### src/rtl/cdq_pkg.sv
`timescale 1ns / 1ps
`default_nettype none

package cdq_pkg;

  typedef enum logic [1:0] {
    CMD_PUSH_FRONT = 2'd0,
    CMD_PUSH_REAR  = 2'd1,
    CMD_POP_FRONT  = 2'd2,
    CMD_POP_REAR   = 2'd3
  } cmd_t;

  typedef enum logic [1:0] {
    STS_DONE  = 2'd0,
    STS_FULL  = 2'd1,
    STS_EMPTY = 2'd2
  } status_t;

  typedef enum logic {
    ST_IDLE  = 1'b0,
    ST_FETCH = 1'b1
  } state_t;

  localparam int unsigned WORD_W = 32;
  localparam int unsigned OCC_W  = 4;

  // value reported at both ends when nothing is held
  localparam logic signed [WORD_W-1:0] EMPTY_WORD = '1;

  typedef struct packed {
    cmd_t                     command;
    logic signed [WORD_W-1:0] value;
  } in_t;

  typedef struct packed {
    status_t                  status;
    logic signed [WORD_W-1:0] front_value;
    logic signed [WORD_W-1:0] rear_value;
    logic [OCC_W-1:0]         occupancy;
    logic                     is_empty;
    logic                     is_full;
  } out_t;

endpackage

`default_nettype wire

### src/rtl/circular_deque_unit.sv
`timescale 1ns / 1ps
`default_nettype none

// result: a push, a rejected item or a pop of the last entry is registered straight into the output
//   register; a pop that leaves entries behind passes the slot memory read register first
// throughput: 1 item per cycle for pushes and rejects while the output is not stalled; such pops
//   stall the input while the new end word is read from the slot memory
// reset: pointers, count, state and output valid clear; the slot memory is not cleared
//   and its read data is used only from slots that hold an entry
module circular_deque_unit
  import cdq_pkg::*;
#(
  parameter int unsigned DEPTH = 8
) (
  input  wire       clk,
  input  wire       rst_n,
  input  wire       in_valid,
  output logic      in_stall,
  input  wire in_t  in_data,
  output logic      out_valid,
  input  wire       out_stall,
  output out_t      out_data
);

  localparam int unsigned AW = (DEPTH > 1) ? $clog2(DEPTH) : 1;
  localparam int unsigned CW = $clog2(DEPTH + 1);
  localparam logic [AW-1:0] LAST_IDX  = AW'(DEPTH - 1);
  localparam logic [CW-1:0] FULL_CNT  = CW'(DEPTH);

  // slot memory, one write port and one registered read port
  logic signed [WORD_W-1:0] mem [DEPTH];
  logic signed [WORD_W-1:0] rd_data_r;
  logic [AW-1:0]            rd_addr;
  logic                     wr_en;
  logic [AW-1:0]            wr_addr;

  // control state
  state_t          state_r, state_nxt;
  logic [AW-1:0]   head_r, head_nxt;
  logic [AW-1:0]   tail_r, tail_nxt;
  logic [CW-1:0]   count_r, count_nxt;

  // cached end words, so that pushes need no memory read
  logic signed [WORD_W-1:0] front_r, front_nxt;
  logic signed [WORD_W-1:0] rear_r, rear_nxt;
  logic                     fetch_front_r, fetch_front_nxt;

  // output register
  logic out_valid_r, out_valid_nxt;
  out_t out_data_r, out_data_nxt;

  // handshake and sequencing
  logic    accept;
  logic    load_out;
  logic    need_fetch;
  logic    is_push;
  logic    is_empty_now;
  logic    is_full_now;
  status_t status_cur;

  function automatic logic [AW-1:0] step_up(input logic [AW-1:0] idx);
    step_up = (idx == LAST_IDX) ? '0 : idx + AW'(1);
  endfunction

  function automatic logic [AW-1:0] step_down(input logic [AW-1:0] idx);
    step_down = (idx == '0) ? LAST_IDX : idx - AW'(1);
  endfunction

  assign is_push      = (in_data.command == CMD_PUSH_FRONT) ||
                        (in_data.command == CMD_PUSH_REAR);
  assign is_empty_now = (count_r == '0);
  assign is_full_now  = (count_r == FULL_CNT);

  // next state
  always_comb begin
    state_nxt = state_r;
    case (state_r)
      ST_IDLE: begin
        if (accept && need_fetch) begin
          state_nxt = ST_FETCH;
        end
      end
      ST_FETCH: begin
        state_nxt = ST_IDLE;
      end
      default: begin
        state_nxt = ST_IDLE;
      end
    endcase
  end

  // fsm outputs: stall while a read is pending or the result is held up
  always_comb begin
    in_stall = 1'b1;
    load_out = 1'b0;
    case (state_r)
      ST_IDLE: begin
        in_stall = out_valid_r && out_stall;
        load_out = in_valid && !(out_valid_r && out_stall) && !need_fetch;
      end
      ST_FETCH: begin
        in_stall = 1'b1;
        load_out = 1'b1;
      end
      default: begin
        in_stall = 1'b1;
        load_out = 1'b0;
      end
    endcase
  end

  assign accept = (state_r == ST_IDLE) && in_valid && !in_stall;

  // datapath: pointer moves, slot write, read address, result
  always_comb begin
    head_nxt        = head_r;
    tail_nxt        = tail_r;
    count_nxt       = count_r;
    front_nxt       = front_r;
    rear_nxt        = rear_r;
    fetch_front_nxt = fetch_front_r;
    wr_en           = 1'b0;
    wr_addr         = head_r;
    rd_addr         = head_r;
    need_fetch      = 1'b0;
    status_cur      = STS_DONE;

    if (state_r == ST_FETCH) begin
      // the new end word arrives from memory
      if (fetch_front_r) begin
        front_nxt = rd_data_r;
      end else begin
        rear_nxt = rd_data_r;
      end
    end else if (is_push && is_full_now) begin
      status_cur = STS_FULL;
    end else if (!is_push && is_empty_now) begin
      status_cur = STS_EMPTY;
    end else begin
      case (in_data.command)
        CMD_PUSH_FRONT: begin
          head_nxt  = is_empty_now ? LAST_IDX : step_down(head_r);
          tail_nxt  = is_empty_now ? LAST_IDX : tail_r;
          front_nxt = in_data.value;
          rear_nxt  = is_empty_now ? in_data.value : rear_r;
          wr_en     = accept;
          wr_addr   = head_nxt;
          count_nxt = count_r + CW'(1);
        end
        CMD_PUSH_REAR: begin
          head_nxt  = is_empty_now ? '0 : head_r;
          tail_nxt  = is_empty_now ? '0 : step_up(tail_r);
          rear_nxt  = in_data.value;
          front_nxt = is_empty_now ? in_data.value : front_r;
          wr_en     = accept;
          wr_addr   = tail_nxt;
          count_nxt = count_r + CW'(1);
        end
        CMD_POP_FRONT: begin
          count_nxt       = count_r - CW'(1);
          fetch_front_nxt = 1'b1;
          if (count_nxt == '0) begin
            head_nxt = '0;
            tail_nxt = '0;
          end else begin
            head_nxt   = step_up(head_r);
            rd_addr    = head_nxt;
            need_fetch = 1'b1;
          end
        end
        CMD_POP_REAR: begin
          count_nxt       = count_r - CW'(1);
          fetch_front_nxt = 1'b0;
          if (count_nxt == '0) begin
            head_nxt = '0;
            tail_nxt = '0;
          end else begin
            tail_nxt   = step_down(tail_r);
            rd_addr    = tail_nxt;
            need_fetch = 1'b1;
          end
        end
        default: begin
          status_cur = STS_DONE;
        end
      endcase
    end

    out_data_nxt.status      = status_cur;
    out_data_nxt.occupancy   = OCC_W'(count_nxt);
    out_data_nxt.is_empty    = (count_nxt == '0);
    out_data_nxt.is_full     = (count_nxt == FULL_CNT);
    out_data_nxt.front_value = (count_nxt == '0) ? EMPTY_WORD : front_nxt;
    out_data_nxt.rear_value  = (count_nxt == '0) ? EMPTY_WORD : rear_nxt;
  end

  // output valid: set on load, cleared once the transfer completes
  always_comb begin
    if (load_out) begin
      out_valid_nxt = 1'b1;
    end else if (out_valid_r && !out_stall) begin
      out_valid_nxt = 1'b0;
    end else begin
      out_valid_nxt = out_valid_r;
    end
  end

  // slot memory
  always_ff @(posedge clk) begin
    if (wr_en) begin
      mem[wr_addr] <= in_data.value;
    end
    rd_data_r <= mem[rd_addr];
  end

  // control registers
  always_ff @(posedge clk) begin
    if (!rst_n) begin
      state_r     <= ST_IDLE;
      head_r      <= '0;
      tail_r      <= '0;
      count_r     <= '0;
      out_valid_r <= 1'b0;
    end else begin
      state_r     <= state_nxt;
      out_valid_r <= out_valid_nxt;
      if (accept || state_r == ST_FETCH) begin
        head_r  <= head_nxt;
        tail_r  <= tail_nxt;
        count_r <= count_nxt;
      end
    end
  end

  // payload registers
  always_ff @(posedge clk) begin
    if (accept || state_r == ST_FETCH) begin
      front_r       <= front_nxt;
      rear_r        <= rear_nxt;
      fetch_front_r <= fetch_front_nxt;
    end
    if (load_out) begin
      out_data_r <= out_data_nxt;
    end
  end

  assign out_valid = out_valid_r;
  assign out_data  = out_data_r;

`ifndef SYNTH
  // occupancy never passes the slot count
  assert property (@(posedge clk) disable iff (!rst_n) count_r <= FULL_CNT)
    else $error("deque count beyond depth");

  // a memory read completes only into a free output register
  assert property (@(posedge clk) disable iff (!rst_n)
                   (state_r == ST_FETCH) |-> !out_valid_r)
    else $error("fetch with output register occupied");

  // the read wait state always gives way to idle at the next clock
  assert property (@(posedge clk) disable iff (!rst_n)
                   (state_r == ST_FETCH) |=> (state_r == ST_IDLE))
    else $error("fetch state held too long");

  // an empty deque keeps both pointers at slot zero
  assert property (@(posedge clk) disable iff (!rst_n)
                   (count_r == '0) |-> (head_r == '0 && tail_r == '0))
    else $error("empty deque with moved pointers");

  // every accepted item leads to a loaded result, either at once or from the fetch state
  assert property (@(posedge clk) disable iff (!rst_n) accept |-> ##[0:1] load_out)
    else $error("accepted item without result");
`endif

endmodule

`default_nettype wire
### config.mk
export PLATFORM = sky130hd
export DESIGN_NAME = circular_deque_unit
export DESIGN_NICKNAME = d
export VERILOG_FILES = /design/src/rtl/cdq_pkg.sv /design/src/rtl/circular_deque_unit.sv
export SDC_FILE = /design/constraint.sdc
export NUM_CORES = 1
export LEC_CHECK = 0
export ABC_AREA = 1
export BUFFER_PORTS_ARGS = -buffer_cell sky130_fd_sc_hd__buf_4
export CAP_MARGIN = 25
export CELL_PAD_IN_SITES_DETAIL_PLACEMENT = 0
export CELL_PAD_IN_SITES_GLOBAL_PLACEMENT = 1
export CORE_ASPECT_RATIO = 1.25
export CORE_MARGIN = 2
export CORE_UTILIZATION = 35
export DETAILED_ROUTE_END_ITERATION = 16
export GPL_ROUTABILITY_DRIVEN = 0
export MAX_ROUTING_LAYER = met4
export PLACE_DENSITY_LB_ADDON = 0.1
export SYNTH_ARGS = -nofsm -noshare
export SYNTH_HDL_FRONTEND = slang
export SYNTH_SLANG_ARGS = --single-unit
### constraint.sdc
create_clock -name clk -period 13.34 [get_ports clk]
set_input_delay 1.334 -clock clk [delete_from_list [all_inputs] [get_ports clk]]
set_output_delay 1.334 -clock clk [all_outputs]
set_load 0.02 [all_outputs]
==> results.sh, run 1 <==
export IMPL_status="finished clean"
export IMPL_worst_slew_pin_slew_ps=1026
export IMPL_root_buffer="clkbuf_16"
export IMPL_reg2reg_to="mem[4][20]$_DFFE_PP_"
export IMPL_ys_ff_latch=437
export IMPL_ys_seq_area_share_pct=63.05
export IMPL_hold_viol_final=0
export IMPL_cp_end_kind="register"
export IMPL_cp_num_buf_inv=5
export IMPL_area_growth_pct=15.43
export IMPL_post_drt_wl_per_cell_um=19.02
export IMPL_crit_path_max_incr_delay_ps=550
export IMPL_cts_tree="yes"
export IMPL_grt_pass1_vias=13567
export IMPL_synthTopCellsByCount="530 x nand2_1, 420 x inv_1, 393 x edfxtp_1"
export IMPL_tns_ps=0
export IMPL_drc=0
export IMPL_max_clock_path_buffers=3
export IMPL_io_buffers=111
export IMPL_r2r_cells=12
export IMPL_vdd_ir_drop_max_v=0.0001153
export IMPL_antenna_found_initial=0
export IMPL_cp_num_cells=12
export IMPL_arrival_ps=4670
export IMPL_grt_pass1_wl_um=85730
export IMPL_power_internal_mw=2.774
export IMPL_p_total_mw=4.126
export IMPL_r2r_slack_ps=8930
export IMPL_postCtsHoldBufs=0
export IMPL_maxCapViolCount=0
export IMPL_avgSynthCellArea_sq_um=9.629
export IMPL_clkSlewWorstSetupHoldPaths_ps=60
export IMPL_antenna_left=0
export IMPL_cts_buffers=47
export IMPL_cp_required_ps=13600
export IMPL_core_region_area_sq_um=57020
export IMPL_startpoint_type="register"
export IMPL_p_sw_share_pct=32.76
export IMPL_fin_area_sq_um=23220
export IMPL_syn_inst=2089
export IMPL_regToRegStartpoint="count_r[0]$_SDFFE_PN0P_"
export IMPL_hpwl_um=34070
export IMPL_drv_slew=0
export IMPL_avgViaCountPerCell=4.807
export IMPL_path_delay_family="simple AND/OR/NAND/NOR gates"
export IMPL_setup_viol=0
export IMPL_slowest_stage="nand3_2"
export IMPL_min_from="tail_r[1]$_SDFFE_PN0P_"
export IMPL_cts_resized=0
export IMPL_p_clk_share_pct=31.7
export IMPL_fp_row_count=98
export IMPL_leakage_nw=10.37
export IMPL_cts_sinks=437
export IMPL_fin_util_pct=40.72
export IMPL_async_flop_share_pct=0
export IMPL_period_minus_slack_ps=4411
export IMPL_drt_iter0_drc=982
export IMPL_synth_area_sq_um=20110
export IMPL_dieArea_sq_um=59420
export IMPL_start_util_pct=35.28
export IMPL_hold_worst_slack_ps=528.1
export IMPL_htree_levels=2
export IMPL_synth_cell_types=39
export IMPL_synth_most_common_cell="nand2_1"
export IMPL_yosys_top_cells_area="edfxtp_1 59%, nand2_1 9.9%, inv_1 7.8%, nand3_1 7.0%, dfxtp_1 4.4%"
export IMPL_grt_max_degree=129
export IMPL_pwr_share_comb_pct=24.3
export IMPL_ys_flop_type="edfxtp_1"
export IMPL_cp_max_fo=24
export IMPL_grtUsageTotal_pct=19.61
export IMPL_drive_above_1_share_pct=10.98
export IMPL_synth_edf_count=393
export IMPL_ios=112
export IMPL_p_switching_mw=1.352
export IMPL_syn_num_nets=2138
export IMPL_grt_setup_unrepaired="false"
export IMPL_drt_total_wl_um=56210
export IMPL_die_h_um=272.0
export IMPL_powerDensity_nw_per_um2=177.7
export IMPL_drtPass1Iterations=8
export IMPL_grt_ovfl_total=0
export IMPL_crit_path_start="count_r[0]$_SDFFE_PN0P_"
export IMPL_synth_top_area_share_pct=58.67
export IMPL_slew_headroom_pct=31.33
export IMPL_max_freq_mhz=226.7
export IMPL_min_period_over_period_pct=33.06
export IMPL_final_nets=2217
export IMPL_clk_insertion_delay_late_ps=590
export IMPL_power_frac_seq_pct=44.0
export IMPL_antenna_cells=0
export IMPL_clock_skew_final_ps=14.42
export IMPL_synth_largest_area_cell="edfxtp_1"
export IMPL_hold_class="register to register"
export IMPL_ys_warn_count=0
export IMPL_die_x_um=218.4
export IMPL_postCtsSetupBuffers=0
export IMPL_crit_chain="inv_1 > ha_1 > nand3_2 > inv_2 > nor2_2 > buf_4 > inv_2 > nor3_1 > nor3_1 > nand2_1 > nor2_4 > buf_4"
export IMPL_place_area_sq_um=21660
export IMPL_endpoint="mem[4][20]$_DFFE_PP_"
export IMPL_critical_path_class="register to register"
export IMPL_vias=14204
==> routing by layer <==
| layer | part of all wire [%] | wire length [um] | up-vias | track usage (%) |
|---|---|---|---|---|
| met1 | 47 | 26550 | 6819 | 27.75 |
| met3 | 4.9 | 2729 | 82 | 2.859 |
| li1 | - | - | 6964 | - |
| met5 | 0 | 0 | - | - |
| met4 | 2.2 | 1262 | 0 | 4.995 |
| met2 | 46 | 25670 | 339 | 29.55 |
==> cell families after synthesis <==
kind of cell,share of synthesized area (%)
AO/OA/AOI/OAI,6.221
XOR/XNOR,0.1742
adder cells (fa/ha/maj),0.6842
buffers and inverters,10.52
flip-flops,63.05
multiplexers,0.5972
AND/OR/NAND/NOR,18.75
==> flip-flops by register name, indices dropped and copies added (netlist names) <==
signal	count
fetch_front_r	1
tail_r	3
rear_r	32
front_r	32
rd_data_r	32
state_r	1
out_valid	1
count_r	4
mem	256
out_data	72
head_r	3
==> tightest hold or removal path, stage by stage, from the launching register on <==
cell,delay (ps)
dfxtp_1,320
inv_1,100
a21oi_1,70
==> metrics by stage <==
step           setup slack (ps)  instances
4_1_cts                    8920       2954
2_1_floorplan              7951       2089
6_report                   8929       2955
5_1_grt                    8603       2955
3_5_place_dp               8538       2868
3_3_place_gp               8503       2867
==> layout by cell type, fill, tap and decap left out, drive strengths merged, types with 11 or more instances in the layout <==
| master | Yosys | routed |
|---|---|---|
| buf | 75 | 133 |
| o21a | 27 | 27 |
| o22ai | 30 | 30 |
| edfxtp | 393 | 393 |
| nand3 | 285 | 285 |
| nand2 | 530 | 530 |
| mux2i | 12 | 12 |
| inv | 428 | 431 |
| nor2 | 36 | 36 |
| dfxtp | 44 | 44 |
| nor3 | 18 | 18 |
| clkinv | 1 | 16 |
| o21ai | 102 | 102 |
| ha | 11 | 11 |
| a21oi | 20 | 20 |
| clkbuf | 28 | 64 |
==> power groups by stage <==
stage	registers, mW	logic (mW)	clock network (mW)
floorplan	1.86	0.605	0
global route	1.83	1.13	1.39
CTS	1.81	1.02	1.35
global placement	1.84	1.01	0
detailed placement	1.84	1.02	0
finish	1.81	1.00	1.31
==> final cells by class <==
| class | count | area [sq um] |
|---|---|---|
| Tap cell | 750 | 938.4 |
| Inverter | 429 | 1610 |
| Clock buffer | 64 | 1321 |
| Sequential cell | 437 | 12680 |
| Timing Repair Buffer | 133 | 1039 |
| Fill cell | 5622 | 33800 |
| Clock inverter | 22 | 203.9 |
| Multi-Input combinational cell | 1120 | 5423 |
==> how the worst min path moves through the flow <==
stage / to / slack [ps] / cells after the start
3_3_place_gp: tail_r[1]$_SDFFE_PN0P_ / 500 / 2
2_1_floorplan: tail_r[1]$_SDFFE_PN0P_ / 470 / 2
4_1_cts: tail_r[1]$_SDFFE_PN0P_ / 530 / 2
3_5_place_dp: tail_r[1]$_SDFFE_PN0P_ / 520 / 2
6_report: tail_r[1]$_SDFFE_PN0P_ / 530 / 2
5_1_grt: tail_r[1]$_SDFFE_PN0P_ / 580 / 2
No activity file was read; power rests on OpenSTA's default activity.
==> run 2, diff against run 1 <==
- clock period: 13.34 -> 3.7 ns (I/O delays scaled with it)
==> run 2 against run 1 <==
  * Cell area up 1.1%
  * Cell count increased by 0.71%
  * Power rose to 3.6 times the previous value
  * Maximum frequency increased by 44%
  * Register-to-register slack lost 8300 ps
  * Routed wire length fell by 0.19%
  * Global-route usage shrank 0.057 points
  * Sequential power rose to 3.6 times the previous value
  * Largest power group unchanged
==> results.sh, run 2 (synthesis gave the netlist of run 1 again) <==
export IMPL_setup_viol=0
export IMPL_cts_sinks=437
export IMPL_io_buffers=111
export IMPL_fp_row_count=98
export IMPL_grt_pass1_wl_um=85110
export IMPL_grtUsageTotal_pct=19.56
export IMPL_m1WireLength_um=26290
export IMPL_vdd_ir_drop_max_v=0.0003185
export IMPL_antenna_left=0
export IMPL_mostFrequentLayoutCells="524 x nand2_1, 419 x inv_1, 393 x edfxtp_1"
export IMPL_largest_register="mem"
export IMPL_startpoint_type="register"
export IMPL_antenna_found_initial=2
export IMPL_max_freq_mhz=325.7
export IMPL_avgViaCountPerCell=4.781
export IMPL_final_nets=2242
export IMPL_drc=0
export IMPL_cts_tree="yes"
export IMPL_maxCapViolCount=0
export IMPL_top_layer="met4"
export IMPL_core_region_area_sq_um=57020
export IMPL_grt_ovfl_total=0
export IMPL_arrival_ps=3320
export IMPL_leakage_nw=10.49
export IMPL_start_util_pct=35.28
export IMPL_hold_class="input port to register"
export IMPL_drt_total_wl_um=56100
export IMPL_clkSlewWorstSetupHoldPaths_ps=60
export IMPL_ios=112
export IMPL_pwr_share_comb_pct=25.6
export IMPL_status="finished clean"
export IMPL_area_growth_pct=16.69
export IMPL_die_h_um=272.0
export IMPL_vias=14229
export IMPL_min_period_over_period_pct=82.99
export IMPL_worst_slew_pin_slew_ps=707.0
export IMPL_cp_max_fo=16
export IMPL_grt_setup_unrepaired="false"
export IMPL_cts_resized=0
export IMPL_drive_above_1_share_pct=11.82
export IMPL_final_common_cell="nand2_1"
export IMPL_wl_met3_um=2770
export IMPL_dr_wl_met2_um=25670
export IMPL_dieArea_sq_um=59420
export IMPL_cts_buffers=46
export IMPL_num_fill_cells=5576
export IMPL_drt_iter0_drc=1072
export IMPL_multi_input_area_sq_um=5414
export IMPL_largest_register_ffs=256
export IMPL_period_minus_slack_ps=3071
export IMPL_grt_max_degree=66
export IMPL_p_switching_mw=4.819
export IMPL_cp_end_kind="register"
export IMPL_postCtsHoldBufs=0
export IMPL_htree_levels=2
export IMPL_max_clock_path_buffers=3
export IMPL_clock_skew_final_ps=16.92
export IMPL_postCtsSetupBuffers=0
export IMPL_root_buffer="clkbuf_16"
export IMPL_drv_slew=0
export IMPL_p_total_mw=14.79
export IMPL_register_area_sq_um=12680
export IMPL_drtPass1Iterations=6
export IMPL_cp_required_ps=3950
export IMPL_die_x_um=218.4
export IMPL_grt_pass1_vias=13402
export IMPL_power_frac_seq_pct=43.8
export IMPL_hpwl_um=34880
export IMPL_power_internal_mw=9.966
export IMPL_critical_path_class="register to register"
export IMPL_tns_ps=0
export IMPL_p_sw_share_pct=32.59
export IMPL_hold_viol_final=0
export IMPL_slew_headroom_pct=52.70
export IMPL_powerDensity_nw_per_um2=629.9
export IMPL_p_clk_share_pct=30.6
export IMPL_clk_insertion_delay_late_ps=580
export IMPL_post_drt_wl_per_cell_um=18.85
==> run 2: changes by cell type in the layout (fill, tap and decap cells not counted), moves of 2 or more <==
cell / change
buf_12: +15
inv_6: -2
buf_4: +13
clkbuf_1: -2
clkinvlp_4: +2
buf_16: -2
clkbuf_8: -2
==> run 2: final timing paths <==
| kind | start | end | slack, ps | depth (start not counted) |
|---|---|---|---|---|
| min | in_data[3] | mem[7][3]$_DFFE_PP_ | 50 | 1 |
| min reg2reg | tail_r[1]$_SDFFE_PN0P_ | tail_r[1]$_SDFFE_PN0P_ | 510 | 2 |
| max reg2reg | count_r[0]$_SDFFE_PN0P_ | mem[5][24]$_DFFE_PP_ | 630 | 12 |
| max | count_r[0]$_SDFFE_PN0P_ | mem[5][24]$_DFFE_PP_ | 630 | 12 |
==> run 2: cell type report <==
type / count / area share (%)
diodes: 1 / 0.01066
well taps: 750 / 3.998
multi-input cells: 1120 / 23.07
clock buffers: 59 / 5.373
inverters: 429 / 6.861
clock inverters: 21 / 0.7730
repair buffers: 159 / 5.885
flip-flops and latches: 437 / 54.03
==> run 2: worst max-delay path, cell delays in order (launching register included) <==
cell and delay, ps:
dfxtp_1 420, inv_1 120, ha_1 270, nand3_2 190, inv_2 120, nor2_2 180
inv_2 50, nor3_1 400, nor3_1 130, inv_1 70, nand2_1 240, nor2_4 240
buf_4 290
==> run 2: layer usage <==
metal,vias to the layer above,global-route usage (%)
li1,7021,-
met1,6752,27.46
met2,370,29.72
met3,86,2.635
met4,0,5.263
met5,-,-
==> run 2: metrics by stage <==
stage / area [sq um] / std cells / setup slack, ps / hold WS (ps) / utilization, %
floorplan: 20120 / 2089 / 71.75 / 468.9 / -
global placement: 22030 / 2895 / 680.7 / 499.8 / 38.63
detailed placement: 22030 / 2895 / 676.8 / 504.4 / 38.63
CTS: 23470 / 2975 / 655.5 / 13.57 / 41.16
global route: 23470 / 2976 / 326.2 / 31.33 / 41.17
finish: 23470 / 2976 / 629.5 / 45.23 / 41.17
==> run 2: power groups by stage <==
stage	Clock (mW)	Combinational, mW	Sequential, mW
after global routing	4.85	4.24	6.53
after CTS	4.66	3.85	6.48
final	4.52	3.78	6.48
after floorplan	0	2.18	6.71
after global placement	0	3.82	6.57
after detailed placement	0	3.84	6.58
==> run 3, diff against run 2 <==
- clock period: 3.7 -> 3.1 ns (I/O delays scaled with it)
==> run 3 against run 2 <==
  * Non-clock buffer count up 54
  * Clock power is 34% higher
  * Hold slack worse by 15 ps
  * Critical path depth fell by 1
  * Critical path type unchanged
  * Largest power group unchanged
==> results.sh, run 3 (synthesis gave the netlist of run 1 again) <==
export IMPL_status="finished clean"
export IMPL_crit_chain="inv_1 > ha_1 > nand3_2 > nand2_1 > inv_1 > nand2_1 > inv_1 > o21ai_0 > nand2_1 > nor2_4 > buf_12"
export IMPL_num_fill_cells=5517
export IMPL_cp_num_buf_inv=4
export IMPL_ios=112
export IMPL_clkSlewWorstSetupHoldPaths_ps=70
export IMPL_final_common_cell="nand2_1"
export IMPL_cts_tree="yes"
export IMPL_htree_levels=2
export IMPL_period_minus_slack_ps=2903
export IMPL_drc=0
export IMPL_drt_total_wl_um=56070
export IMPL_startpoint_type="register"
export IMPL_max_clock_path_buffers=3
export IMPL_largest_register="mem"
export IMPL_vdd_ir_drop_max_v=0.0004160
export IMPL_die_h_um=272.0
export IMPL_root_buffer="clkbuf_16"
export IMPL_hold_class="input port to register"
export IMPL_place_inst=2918
export IMPL_mostFrequentLayoutCells="524 x nand2_1, 419 x inv_1, 393 x edfxtp_1"
export IMPL_drv_slew=0
export IMPL_fin_util_pct=42.54
export IMPL_slew_headroom_pct=53.56
export IMPL_slowest_stage="o21ai_0"
export IMPL_vias=14396
export IMPL_grt_pass1_wl_um=85460
export IMPL_hold_worst_slack_ps=30.35
export IMPL_worst_slew_pin_slew_ps=689.4
export IMPL_grt_pass1_vias=13751
export IMPL_core_region_area_sq_um=57020
export IMPL_drive_above_1_share_pct=12.91
export IMPL_dieArea_sq_um=59420
export IMPL_r2r_slack_ps=200
export IMPL_io_buffers=111
export IMPL_post_drt_wl_per_cell_um=18.47
export IMPL_reg2reg_to="mem[1][23]$_DFFE_PP_"
export IMPL_die_x_um=218.4
export IMPL_grtUsageTotal_pct=19.57
export IMPL_tns_ps=0
export IMPL_final_nets=2297
export IMPL_largest_register_ffs=256
export IMPL_post_place_ws_ps=192.5
export IMPL_critical_path_class="register to register"
export IMPL_maxCapViolCount=0
export IMPL_min_period_over_period_pct=93.65
export IMPL_max_freq_mhz=344.4
export IMPL_hold_viol_final=0
export IMPL_min_from="out_stall"
export IMPL_clk_insertion_delay_late_ps=590
export IMPL_cp_required_ps=3380
export IMPL_grt_ovfl_total=0
export IMPL_hold_end="out_valid$_SDFFE_PN0P_"
export IMPL_leakage_nw=10.87
export IMPL_start_util_pct=35.28
export IMPL_path_delay_family="simple AND/OR/NAND/NOR gates"
export IMPL_fin_ws_ps=196.8
export IMPL_clock_skew_final_ps=21.37
export IMPL_arrival_ps=3180
export IMPL_grt_setup_unrepaired="false"
export IMPL_hpwl_um=35480
export IMPL_cts_sinks=437
export IMPL_antenna_found_initial=2
export IMPL_powerDensity_nw_per_um2=760.4
export IMPL_fp_row_count=98
export IMPL_cp_end_kind="register"
export IMPL_antenna_left=0
export IMPL_crit_path_max_incr_delay_ps=560
export IMPL_cp_max_fo=25
export IMPL_setup_viol=0
export IMPL_r2r_cells=11
export IMPL_area_growth_pct=20.58
export IMPL_avgViaCountPerCell=4.742
export IMPL_regToRegStartpoint="count_r[0]$_SDFFE_PN0P_"
export IMPL_drt_iter0_drc=966
export IMPL_cts_buffers=47
export IMPL_holdPathStages=4
export IMPL_instances_no_fill=3036
export IMPL_drtPass1Iterations=6
export IMPL_grt_max_degree=73
[run 3: layout make-up]
cell class	instances	area, sq um	area share, %
clock inverters	30	416.7	1.718
clock buffers	56	1240	5.112
inverters	429	1613	6.650
well taps	750	938.4	3.869
repair buffers	213	1947	8.027
diodes	1	2.502	0.01032
flip-flops and latches	437	12680	52.29
multi-input cells	1120	5414	22.32
[run 3: layer usage]
metal | vias to the layer above | global-route usage [%] | wire length (um)
li1 | 7121 | - | -
met1 | 6880 | 27.88 | 26890
met2 | 324 | 29.64 | 25600
met3 | 71 | 2.401 | 2415
met4 | 0 | 4.941 | 1163
met5 | - | - | 0
[run 3: where the power goes]
group / switching [mW] / total (mW) / leakage, nW / internal [mW]
Combinational: 3.08 / 4.61 / 6.05 / 1.53
Clock: 2.37 / 6.06 / 0.813 / 3.68
Sequential: 0.405 / 7.78 / 4.01 / 7.38
Total: 5.85 / 18.4 / 10.9 / 12.6
[run 3: worst max-delay path by stage]
stage                        endpoint  cells after the start  slack, ps                     from
6_report         mem[1][23]$_DFFE_PP_                     11        200  count_r[0]$_SDFFE_PN0P_
5_1_grt          mem[7][30]$_DFFE_PP_                     13         30  count_r[0]$_SDFFE_PN0P_
4_1_cts         rd_data_r[27]$_DFF_P_                     15        170  count_r[0]$_SDFFE_PN0P_
3_5_place_dp    rd_data_r[22]$_DFF_P_                     15        190  count_r[0]$_SDFFE_PN0P_
3_3_place_gp   tail_r[1]$_SDFFE_PN0P_                     10        190  count_r[0]$_SDFFE_PN0P_
2_1_floorplan     mem[1][0]$_DFFE_PP_                     12       -370  count_r[0]$_SDFFE_PN0P_
[run 3: through the flow]
step,total power [mW],cell area [sq um]
finish,18.44,24250
global route,19.44,24250
CTS,18.69,24240
detailed placement,12.53,22270
global placement,12.49,22270
floorplan,10.61,20130
[run 3: what timing repair did]
action | 4_1_cts | 5_1_grt
hold buffers | 31 | 0
endpoints found under the hold margin | 248 | 0
gates resized for setup | 0 | 5
buffers inserted | 0 | 0
setup endpoints to repair | 0 | 30
[run 3: worst register-to-register path: stages, from the launching register on]
cell     delay [ps]
dfxtp_1         350
inv_1           130
ha_1            250
nand3_2         160
nand2_1         120
inv_1            60
nand2_1         120
inv_1           110
o21ai_0         560
nand2_1         270
nor2_4          200
buf_12          240
